<file path="config.mk">
export PLATFORM = sky130hd
export DESIGN_NAME = base64_stream_decoder_unit
export DESIGN_NICKNAME = d
export VERILOG_FILES = /design/src/hdl/b64d_pkg.sv /design/src/hdl/b64d_core.sv /design/src/hdl/b64d_out.sv /design/src/hdl/base64_stream_decoder_unit.sv
export SDC_FILE = /design/constraint.sdc
export NUM_CORES = 1
export LEC_CHECK = 0
export BUFFER_PORTS_ARGS = -buffer_cell sky130_fd_sc_hd__clkbuf_2
export CAP_MARGIN = 40
export CORE_ASPECT_RATIO = 0.6
export CORE_MARGIN = 2
export CORE_UTILIZATION = 50
export DETAILED_ROUTE_END_ITERATION = 12
export PLACE_DENSITY = 0.68
export SKIP_LAST_GASP = 1
export SLEW_MARGIN = 10
export SYNTH_ARGS = -nofsm -noshare
export SYNTH_HDL_FRONTEND = slang
export SYNTH_SLANG_ARGS = --single-unit
</file>
<file path="constraint.sdc">
create_clock -name clk -period 3.5 [get_ports clk]
set_input_delay 0.175 -clock clk [delete_from_list [all_inputs] [get_ports clk]]
set_output_delay 0.175 -clock clk [all_outputs]
set_load 0.01 [all_outputs]
</file>
<file path="src/hdl/b64d_pkg.sv">
// Shared types and constants for the base64 stream decoder.
package b64d_pkg;

    localparam logic [5:0] LOWER_BASE = 6'd26;
    localparam logic [5:0] DIGIT_BASE = 6'd52;
    localparam logic [5:0] PLUS_CODE  = 6'd62;
    localparam logic [5:0] SLASH_CODE = 6'd63;

    localparam logic [7:0] CH_PLUS  = 8'h2B;
    localparam logic [7:0] CH_SLASH = 8'h2F;
    localparam logic [7:0] CH_PAD   = 8'h3D;

    localparam logic CMD_CHAR   = 1'b0;
    localparam logic CMD_FINISH = 1'b1;

    typedef enum logic [1:0] {
        KIND_DATA = 2'd0,
        KIND_OK   = 2'd1,
        KIND_ERR  = 2'd2
    } kind_t;

    typedef struct packed {
        kind_t      kind;
        logic [7:0] data;
    } entry_t;

    // Results caused by one input item, entry 0 delivered first.
    typedef struct packed {
        logic [1:0]       n;
        entry_t [2:0]     e;
    } group_t;

endpackage

</file>
<file path="src/hdl/b64d_core.sv">
// Decoder state and per-character decode into a group of results.
module b64d_core
(
    input  logic                 clk,
    input  logic                 rst_n,
    input  logic                 take,
    input  logic                 cmd,
    input  logic [7:0]           ch,
    output b64d_pkg::group_t     grp
);

    logic [23:0] acc_reg, acc_next;
    logic [1:0]  gcnt_reg, gcnt_next;
    logic [1:0]  pad_reg, pad_next;
    logic        err_reg, err_next;

    logic        is_upper, is_lower, is_digit, is_plus, is_slash, is_alpha, is_blank;
    logic [5:0]  sixbit;
    logic [23:0] acc_shift;
    logic        bad;

    always_comb
    begin
        is_upper = (ch >= 8'h41) && (ch <= 8'h5A);
        is_lower = (ch >= 8'h61) && (ch <= 8'h7A);
        is_digit = (ch >= 8'h30) && (ch <= 8'h39);
        is_plus  = (ch == b64d_pkg::CH_PLUS);
        is_slash = (ch == b64d_pkg::CH_SLASH);
        is_alpha = is_upper || is_lower || is_digit || is_plus || is_slash;
        // space, tab, LF, VT, FF, CR
        is_blank = (ch == 8'h20) || ((ch >= 8'h09) && (ch <= 8'h0D));

        priority if (is_upper)
            sixbit = 6'(ch - 8'h41);
        else if (is_lower)
            sixbit = 6'(ch - 8'h61) + b64d_pkg::LOWER_BASE;
        else if (is_digit)
            sixbit = 6'(ch - 8'h30) + b64d_pkg::DIGIT_BASE;
        else if (is_plus)
            sixbit = b64d_pkg::PLUS_CODE;
        else
            sixbit = b64d_pkg::SLASH_CODE;

        acc_shift = {acc_reg[17:0], sixbit};
        bad       = err_reg || (pad_reg == 2'd3) || (gcnt_reg == 2'd1);
    end

    always_comb
    begin
        acc_next  = acc_reg;
        gcnt_next = gcnt_reg;
        pad_next  = pad_reg;
        err_next  = err_reg;
        grp       = '0;

        if (cmd == b64d_pkg::CMD_FINISH)
        begin
            acc_next  = '0;
            gcnt_next = '0;
            pad_next  = '0;
            err_next  = 1'b0;
            if (!bad && gcnt_reg == 2'd2)
            begin
                grp.n         = 2'd2;
                grp.e[0].kind = b64d_pkg::KIND_DATA;
                grp.e[0].data = acc_reg[11:4];
                grp.e[1].kind = b64d_pkg::KIND_OK;
            end
            else if (!bad && gcnt_reg == 2'd3)
            begin
                grp.n         = 2'd3;
                grp.e[0].kind = b64d_pkg::KIND_DATA;
                grp.e[0].data = acc_reg[17:10];
                grp.e[1].kind = b64d_pkg::KIND_DATA;
                grp.e[1].data = acc_reg[9:2];
                grp.e[2].kind = b64d_pkg::KIND_OK;
            end
            else
            begin
                grp.n         = 2'd1;
                grp.e[0].kind = bad ? b64d_pkg::KIND_ERR : b64d_pkg::KIND_OK;
            end
        end
        else if (err_reg || is_blank)
        begin
            // skipped
        end
        else if (ch == b64d_pkg::CH_PAD)
        begin
            if (pad_reg != 2'd3)
                pad_next = pad_reg + 2'd1;
        end
        else if (pad_reg != 2'd0 || !is_alpha)
        begin
            err_next = 1'b1;
        end
        else if (gcnt_reg == 2'd3)
        begin
            acc_next      = '0;
            gcnt_next     = '0;
            grp.n         = 2'd3;
            grp.e[0].kind = b64d_pkg::KIND_DATA;
            grp.e[0].data = acc_shift[23:16];
            grp.e[1].kind = b64d_pkg::KIND_DATA;
            grp.e[1].data = acc_shift[15:8];
            grp.e[2].kind = b64d_pkg::KIND_DATA;
            grp.e[2].data = acc_shift[7:0];
        end
        else
        begin
            acc_next  = acc_shift;
            gcnt_next = gcnt_reg + 2'd1;
        end
    end

    always_ff @(posedge clk or negedge rst_n)
    begin
        if (!rst_n)
        begin
            acc_reg  <= '0;
            gcnt_reg <= '0;
            pad_reg  <= '0;
            err_reg  <= 1'b0;
        end
        else if (take)
        begin
            acc_reg  <= acc_next;
            gcnt_reg <= gcnt_next;
            pad_reg  <= pad_next;
            err_reg  <= err_next;
        end
    end

endmodule

</file>
<file path="src/hdl/b64d_out.sv">
// Result register: holds one result group and sends it one entry per transfer.
module b64d_out
(
    input  logic                 clk,
    input  logic                 rst_n,
    input  logic                 load,
    input  b64d_pkg::group_t     grp,
    output logic                 can_load,
    output logic                 out_valid,
    input  logic                 out_ready,
    output logic [1:0]           kind,
    output logic [7:0]           data_byte,
    output logic                 last
);

    logic [1:0]             rem_reg, rem_next;
    logic [1:0]             idx_reg, idx_next;
    b64d_pkg::entry_t [2:0] ent_reg;
    logic                   xfer;

    assign out_valid = (rem_reg != 2'd0);
    assign xfer      = out_valid && out_ready;
    // free now, or the final entry leaves this cycle
    assign can_load  = (rem_reg == 2'd0) || (rem_reg == 2'd1 && out_ready);

    assign kind      = ent_reg[idx_reg].kind;
    assign data_byte = ent_reg[idx_reg].data;
    assign last      = (rem_reg == 2'd1);

    always_comb
    begin
        rem_next = rem_reg;
        idx_next = idx_reg;
        if (xfer)
        begin
            rem_next = rem_reg - 2'd1;
            idx_next = idx_reg + 2'd1;
        end
        if (load && grp.n != 2'd0)
        begin
            rem_next = grp.n;
            idx_next = 2'd0;
        end
    end

    always_ff @(posedge clk or negedge rst_n)
    begin
        if (!rst_n)
        begin
            rem_reg <= '0;
            idx_reg <= '0;
        end
        else
        begin
            rem_reg <= rem_next;
            idx_reg <= idx_next;
        end
    end

    always_ff @(posedge clk)
    begin
        if (load && grp.n != 2'd0)
            ent_reg <= grp.e;
    end

endmodule

</file>
<file path="src/hdl/base64_stream_decoder_unit.sv">
// Top level of the base64 stream decoder.
// Streaming Base64 decoder, one text byte (or a finish command) per transfer.
// Every input item is decoded in the cycle it is accepted; its results (none,
// or up to three: data bytes followed on finish by a status word) go into a
// result register and leave one per output transfer, last marking the final
// one of each item. With a ready receiver, items that yield at most one result
// are taken every cycle; after an item that yields two or three results the
// next item is taken as the final one of them leaves the result register. A
// receiver that holds off stalls the input once a result is waiting. An error
// status means the bytes already released for this stream must be discarded.
// Finish clears all decoder state.
module base64_stream_decoder_unit
(
    input  logic       clk,
    input  logic       rst_n,
    input  logic       in_valid,
    output logic       in_ready,
    input  logic       cmd,
    input  logic [7:0] ch,
    output logic       out_valid,
    input  logic       out_ready,
    output logic [1:0] kind,
    output logic [7:0] data_byte,
    output logic       last
);

    b64d_pkg::group_t grp;
    logic             take;
    logic             can_load;

    assign in_ready = can_load;
    assign take     = in_valid && in_ready;

    b64d_core u_core
    (
        .clk   (clk),
        .rst_n (rst_n),
        .take  (take),
        .cmd   (cmd),
        .ch    (ch),
        .grp   (grp)
    );

    b64d_out u_out
    (
        .clk       (clk),
        .rst_n     (rst_n),
        .load      (take),
        .grp       (grp),
        .can_load  (can_load),
        .out_valid (out_valid),
        .out_ready (out_ready),
        .kind      (kind),
        .data_byte (data_byte),
        .last      (last)
    );

endmodule
</file>
==> results of run 1 <==
layer usage:
layer  global-route usage (%)  vias up
li1                         -     1073
met1                     31.2     1084
met2                     26.6       46
met3                     3.97        2
met4                     3.45        0
met5                        0        -
cell usage after synthesis, types with 2 or more instances:
library cell | count | area (sq um)
nor3b_1 | 2 | 15.0
nor3_1 | 2 | 10.0
clkbuf_8 | 2 | 27.5
a22oi_1 | 2 | 15.0
and2_1 | 10 | 62.6
dfrtp_1 | 27 | 676
nor2b_1 | 5 | 31.3
a22o_1 | 21 | 184
and3_1 | 2 | 12.5
o22ai_1 | 2 | 12.5
or2b_2 | 3 | 26.3
nand3_1 | 4 | 20.0
clkbuf_1 | 4 | 15.0
nand2_1 | 20 | 75.1
mux2_2 | 2 | 22.5
o211ai_1 | 2 | 15.0
xor2_1 | 2 | 17.5
nor4_1 | 3 | 18.8
mux2i_1 | 10 | 100
o21a_1 | 2 | 15.0
o21ai_0 | 16 | 80.1
a211o_2 | 2 | 20.0
edfxtp_1 | 28 | 841
o2bb2ai_1 | 5 | 43.8
nor2_1 | 20 | 75.1
buf_6 | 4 | 45.0
nor4_4 | 2 | 42.5
a21oi_1 | 9 | 45.0
nand4_1 | 2 | 12.5
inv_1 | 15 | 56.3
ha_1 | 16 | 200
xnor2_1 | 4 | 35.0
power breakdown:
| group | internal, W | switching, W | leakage [nW] |
|---|---|---|---|
| Combinational | 0.000267 | 0.000389 | 0.750 |
| Clock | 0.000140 | 0.000195 | 0.0412 |
| Sequential | 0.000776 | 0.0000514 | 0.619 |
| Total | 0.00118 | 0.000635 | 1.41 |
critical path: cells and delay by family:
kind / cells / cell delay [ns]
fa+ha+maj: 1 / 0.32
simple gates: 2 / 0.64
buf+inv: 2 / 0.29
compound gates: 4 / 1.05
worst min path at each step:
stage	start	to	slack [ns]
6_report	cmd	u_core.err_reg	0.25
5_1_grt	cmd	u_core.err_reg	0.25
4_1_cts	cmd	u_core.err_reg	0.23
3_5_place_dp	rst_n	u_out.idx_reg[0]	0.27
3_3_place_gp	rst_n	u_out.idx_reg[1]	0.27
2_1_floorplan	rst_n	u_core.acc_reg[0]	-0.12
cell type report:
cell class	instances	share of cell area [%]
Clock inverter	2	0.368
Sequential cell	55	44.6
Timing Repair Buffer	31	5.08
Tap cell	84	3.09
Inverter	15	1.66
Clock buffer	6	2.14
Multi-Input combinational cell	196	43.0
stage by stage:
stage | utilization, % | setup slack [ns] | instance area (sq um) | std cells | power [W]
after global placement | 54.3 | 0.826 | 3300 | 380 | 0.00149
after CTS | 55.8 | 1.11 | 3400 | 389 | 0.00184
after detailed placement | 54.3 | 0.772 | 3300 | 380 | 0.00150
after floorplan | - | 0.727 | 3140 | 279 | 0.00130
final | 55.8 | 1.06 | 3400 | 389 | 0.00182
after global routing | 55.8 | 0.891 | 3400 | 389 | 0.00195
cell families after synthesis:
logic type                 Yosys count  share of synthesized area [%]
and+or+nand+nor                     85                           15.8
AOI/OAI and AO/OA                   77                           18.9
DFF                                 55                           48.3
buffers and inverters               28                           5.10
adders and majority gates           16                           6.38
muxes                               12                           3.91
xor gates and xnor gates             6                           1.67
==> out/qor.yml, run 1 <==
final_layout:
  largest_register_ffs: 28
  final-seq-area_sq_um: 1520
  drive_above_1_share_pct: 18.7
  nNetsFinal: 333
  synthToLayoutAreaGrowth_pct: 8.25
  antenna_cells: 0
  layout_common_cells: "edfxtp_1 (28), dfrtp_1 (27), clkbuf_2 (25)"
  mostFrequentLayoutCell: "edfxtp_1"
  multi_input_area_sq_um: 1460
  fill_cells: 519
placed_design:
  place.detailed.hpwl_um: 4500
  gp_congestion: 0.966
  io_buffers: 25
worst_setup_path:
  cp_max_fo: 16
  critPathKind: "in -> reg"
  cpPeakStageDelay_ns: 0.46
  reg2reg_from: "u_core.gcnt_reg[1]"
  r2r_slack_ns: 1.23
  r2r_end: "u_out.ent_reg[9]"
  crit_chain: "clkbuf_2 -> inv_1 -> ha_1 -> or2b_2 -> a21oi_4 -> a211oi_4 -> o21ai_2 -> nand2b_2 -> a22o_1"
  cp-start-kind: "input port"
  reg2regPathDepth: 6
  crit_end: "u_out.ent_reg[2]"
  worstPathArrival_ns: 2.50
  cp.required_ns: 3.56
  startpoint: "ch[1]"
  cp-end-kind: "flip-flop"
  slowest_stage: "o21ai_2"
timing:
  slew_viol_final: 0
  final.setup.tns_ns: 0
  worst_pin_slew_ns: 0.722
  rsz0062_at_grt: "no"
  finClkSkew_ns: 0.00361
  whs_ns: 0.248
  fmax_ghz: 0.410
  fin_crit_ns: 2.44
  finalSetupViolCount: 0
  maxSlewHeadroom_pct: 51.9
  period_share_pct: 69.7
  finalHoldViolations: 0
floorplan:
  start_util_pct: 51.6
  coreArea_sq_um: 6080
  dieArea_sq_um: 6950
  rows: 22
  dieWidth_um: 106
  die_h_um: 65.4
  io_pins: 26
logic_synthesis:
  ys_ff_latch: 55
  ys.flop_type: "edfxtp_1"
  synth-async-reset-ratio_pct: 49.1
  synthesis.nets: 308
  syn_area_per_cell_sq_um: 11.2
  synth_edf_count: 28
  yosys_warnings: 0
  yosysUniqueCellTypes: 61
  ys_seq_area_share_pct: 48.3
  synth.cell_area_sq_um: 3140
  syn_inst: 279
cts:
  cts_hold_buf: 1
  cts.sinks: 55
  clock-root-buffer: "clkbuf_8"
  worstSkewPairLatency_ns: 0.30
  htreeDepth: 2
  cts_resized: 0
  cts.clk_slew.worst_paths_ns: 0.09
  cts_max_path_buffers: 2
  tritoncts: "yes"
  cts-buffers-inserted: 5
  post-cts-setup-buffer-count: 0
pwr:
  vdd_drop_max_mv: 0.320
  p_leak_nw: 1.41
  power_density_nw_per_um2: 536
global_route:
  grt-ovfl-total: 0
  first_global_vias: 2034
  grt_usage_pct: 19.4
  antenna_found_initial: 0
  grt_pass1_wl_um: 10400
  grt_max_degree: 33
route:
  drt-vias-per-instance: 5.67
  met3_length_um: 369
  wl_per_cell_um: 16.2
  wl_um: 6280
  antenna_left: 0
  route.vias.total: 2205
  drc: 0
  wl_met1_um: 3320
  drt_iter0_drc: 172
  top_layer: "met4"
  firstDrtPassIters: 4
  wl_met2_um: 2570
flow_run:
  maxCapViolations: 0
hold_path:
  holdPathStages: 2
  hold_path_class: "in -> reg"
run_status:
  outcome: "completed"
Note: power is estimated with default switching activity, not from simulation.
==> inputs of run 2 (changes only) <==
Settings changed: ABC_AREA set to 1, PLACE_DENSITY 0.68 to 0.7.
Clock period 3.5 ns to 2.1 ns, I/O delays scaled along.
==> run 2 against run 1 <==
Against the previous run:
- largest cell class unchanged
- sequential power increased by 100%
- wire length grew 25%
- clock skew up 0.0055 ns
- synthesized area increased by 3.2%
- sequential cell count is the same
==> out/qor.yml, run 2 <==
cts:
  cts.sinks: 55  # unchanged
  cts.clk_slew.worst_paths_ns: 0.10  # was 0.09 ns
  worstSkewPairLatency_ns: 0.31  # was 0.30 ns
  tritoncts: "yes"  # unchanged
  cts-buffers-inserted: 5  # unchanged
  clock-root-buffer: "clkbuf_8"  # unchanged
  htreeDepth: 2  # unchanged
  cts_max_path_buffers: 2  # unchanged
final_layout:
  fill_cells: 547  # was 519
  antenna_cells: 0  # unchanged
  layout_common_cells: "nor2_1 (57), nand2_1 (54), inv_1 (40)"  # was edfxtp_1 (28), dfrtp_1 (27), clkbuf_2 (25)
  fin_util_pct: 58.8  # was 55.8%
  nNetsFinal: 434  # was 333
  design_area_sq_um: 3640  # was 3400 sq um
  largest_register_ffs: 28  # unchanged
  synthToLayoutAreaGrowth_pct: 12.4  # was 8.25%
  drive_above_1_share_pct: 18.7  # about the same
  mostFrequentLayoutCell: "nor2_1"  # was edfxtp_1
  instances_no_fill: 490  # was 389
route:
  drt_iter0_drc: 277  # was 172
  wl_um: 7830  # was 6280 um
  drt-vias-per-instance: 5.51  # was 5.67
  wl_per_cell_um: 16.0  # was 16.2 um
  firstDrtPassIters: 5  # was 4
  route.vias.total: 2698  # was 2205
  antenna_left: 0  # unchanged
  drc: 0  # unchanged
placed_design:
  dpl_cell_area_sq_um: 3530  # was 3300 sq um
  io_buffers: 25  # unchanged
  place.detailed.hpwl_um: 6020  # was 4500 um
  gp_congestion: 1.07  # was 0.966
  post-place-cells: 480  # was 380
worst_setup_path:
  reg2regPathDepth: 10  # was 6
  reg2reg_from: "u_out.rem_reg[0]"  # was u_core.gcnt_reg[1]
  worstPathArrival_ns: 1.98  # was 2.50 ns
  critPathKind: "in -> reg"  # unchanged
  cp_max_fo: 16  # unchanged
  cp-start-kind: "input port"  # unchanged
  r2r_slack_ns: 0.21  # was 1.23 ns
  r2r_end: "u_core.acc_reg[7]"  # was u_out.ent_reg[9]
  cp.required_ns: 2.16  # was 3.56 ns
  crit_end: "u_out.ent_reg[7]"  # was u_out.ent_reg[2]
  startpoint: "ch[0]"  # was ch[1]
  cp-end-kind: "flip-flop"  # unchanged
global_route:
  first_global_vias: 2361  # was 2034
  antenna_found_initial: 0  # unchanged
  grt_max_degree: 30  # was 33
  grt-ovfl-total: 0  # unchanged
  grt_pass1_wl_um: 12800  # was 10400 um
  grt_usage_pct: 24.0  # was 19.4%
timing:
  whs_ns: 0.0941  # was 0.248 ns
  finalHoldViolations: 0  # unchanged
  slew_viol_final: 0  # unchanged
  finClkSkew_ns: 0.00906  # was 0.00361 ns
  fin_crit_ns: 1.92
  fmax_ghz: 0.521
  finalSetupViolCount: 0  # unchanged
  final.setup.tns_ns: 0  # unchanged
  period_share_pct: 91.3
  maxSlewHeadroom_pct: 53.9  # was 51.9%
  worst_pin_slew_ns: 0.691  # was 0.722 ns
  rsz0062_at_grt: "no"  # unchanged
flow_run:
  maxCapViolations: 0  # unchanged
logic_synthesis:
  synth.most_common_cell: "nor2_1"  # was edfxtp_1
  syn_inst: 368  # was 279
  netlist.area_leader.share_pct: 26.0  # was 26.8%
  muxShareOfSynthArea_pct: 0  # was 3.91%
  synth_common_cells: "nor2_1 (57), nand2_1 (54), inv_1 (42)"  # was edfxtp_1 (28), dfrtp_1 (27), a22o_1 (21)
  ys_ff_latch: 55  # unchanged
  post-synth-top-area-cell: "edfxtp_1"  # unchanged
  syn_area_per_cell_sq_um: 8.80  # was 11.2 sq um
  synth_edf_count: 28  # unchanged
  synth.cell_area_sq_um: 3240  # was 3140 sq um
  synthSimpleGateAreaFrac_pct: 23.8  # was 15.7%
  synthXorXnorAreaFrac_pct: 2.98  # was 1.67%
  synthAdderAreaFrac_pct: 6.18  # was 6.38%
  synth_compound_area_share_pct: 11.5  # was 18.9%
  yosys_warnings: 0  # unchanged
  yosysUniqueCellTypes: 39  # was 61
  ys.flop_type: "edfxtp_1"  # unchanged
  synth_top_family_by_area: "simple AND/OR/NAND/NOR gates"  # was compound AO/OA/AOI/OAI gates
  synth-async-reset-ratio_pct: 49.1  # unchanged
  synthTopCellsByArea: "edfxtp_1 (26%), dfrtp_1 (21%), nor2_1 (6.6%)"  # was edfxtp_1 (27%), dfrtp_1 (22%), ha_1 (6.4%)
  ys_seq_area_share_pct: 46.8  # was 48.3%
  synthesis.nets: 397  # was 308
floorplan:
  coreArea_sq_um: 6190  # was 6080 sq um
  dieArea_sq_um: 7160  # was 6950 sq um
  rows: 22  # unchanged
  start_util_pct: 52.3  # was 51.6%
  die_h_um: 66.3  # was 65.4 um
  io_pins: 26  # unchanged
  dieWidth_um: 108  # was 106 um
hold_path:
  hold_start: "cmd"  # unchanged
  hold_path_class: "in -> reg"  # unchanged
run_status:
  outcome: "completed"  # unchanged
pwr:
  power_density_nw_per_um2: 1050  # was 536 nW/um^2
  vdd_drop_max_mv: 0.510  # was 0.320 mV
  p_leak_nw: 1.59  # was 1.41 nW
run 2: cell types whose count changed after synthesis, sizes merged, moves of 8 or more:
| cell | change |
|---|---|
| nand2 | +41 |
| nor2 | +39 |
| inv | +31 |
| nand3 | +28 |
| a22o | -21 |
| o22ai | +17 |
| and2 | -10 |
| mux2i | -10 |
| o31ai | +8 |
| xor2 | +8 |
run 2: critical path, stage by stage:
cell and delay, ns:
clkbuf_2 0.14, inv_1 0.16, ha_1 0.26, inv_1 0.08
nand2_1 0.10, nand2_1 0.15, nand2_1 0.11, nand2_1 0.06
nand2_2 0.09, nand3_2 0.09, nand3_1 0.09, buf_4 0.15
o21ai_2 0.06, inv_2 0.21, o22ai_1 0.12
run 2: what timing repair did:
item | in CTS | in global routing
gates resized for setup | 0 | 2
hold endpoints to repair | 27 | 0
buffers inserted | 0 | 0
hold buffers | 1 | 0
setup endpoints to repair | 0 | 4
run 2: how the worst min path moves through the flow:
stage                     slack (ns)           endpoint  cells past startpoint
after floorplan                -0.19  u_core.acc_reg[0]                      0
after global placement          0.18   u_out.idx_reg[1]                      1
after detailed placement        0.18   u_out.rem_reg[1]                      1
after CTS                       0.08     u_core.err_reg                      2
after global routing             0.1     u_core.err_reg                      2
final                           0.09     u_core.err_reg                      2
run 2: stage by stage:
stage / setup slack, ns / power, W
finish: 0.182 / 0.00382
global route: 0.0206 / 0.00414
CTS: 0.0708 / 0.00379
detailed placement: -0.0662 / 0.00321
global placement: -0.0366 / 0.00318
floorplan: 0.0483 / 0.00267
run 2: report_power, final:
part	switching (W)	internal, W	total [W]	leakage [nW]
clock network	0.000353	0.000239	0.000592	0.0408
logic	0.000983	0.000582	0.00156	0.932
registers	0.000212	0.00145	0.00166	0.616
total	0.00155	0.00227	0.00382	1.59
run 2: cell type report:
| type | count | area (sq um) | share of cell area, % |
|---|---|---|---|
| sequential | 55 | 1520 | 41.6 |
| multi-input combinational | 253 | 1440 | 39.6 |
| timing repair buffer | 42 | 293 | 8.04 |
| inverter | 47 | 186 | 5.12 |
| tap | 84 | 105 | 2.89 |
| clock buffer | 5 | 68.8 | 1.89 |
| clock inverter | 3 | 23.8 | 0.653 |
| timing repair inverter | 1 | 7.51 | 0.206 |
run 2: logic make-up after synthesis:
group                    Yosys count
AO/OA/AOI/OAI                     57
XOR/XNOR                          11
adder cells (fa/ha/maj)           16
buffers and inverters             60
flip-flops                        55
AND/OR/NAND/NOR                  169
run 2: layer usage:
layer  track usage (%)  share of wire (%)  vias up
met5                 0                  0        -
met4              3.37               0.59        0
met3              7.00                9.1        7
met2              27.6                 34      132
met1              42.0                 56     1251
li1                  -                  -     1308
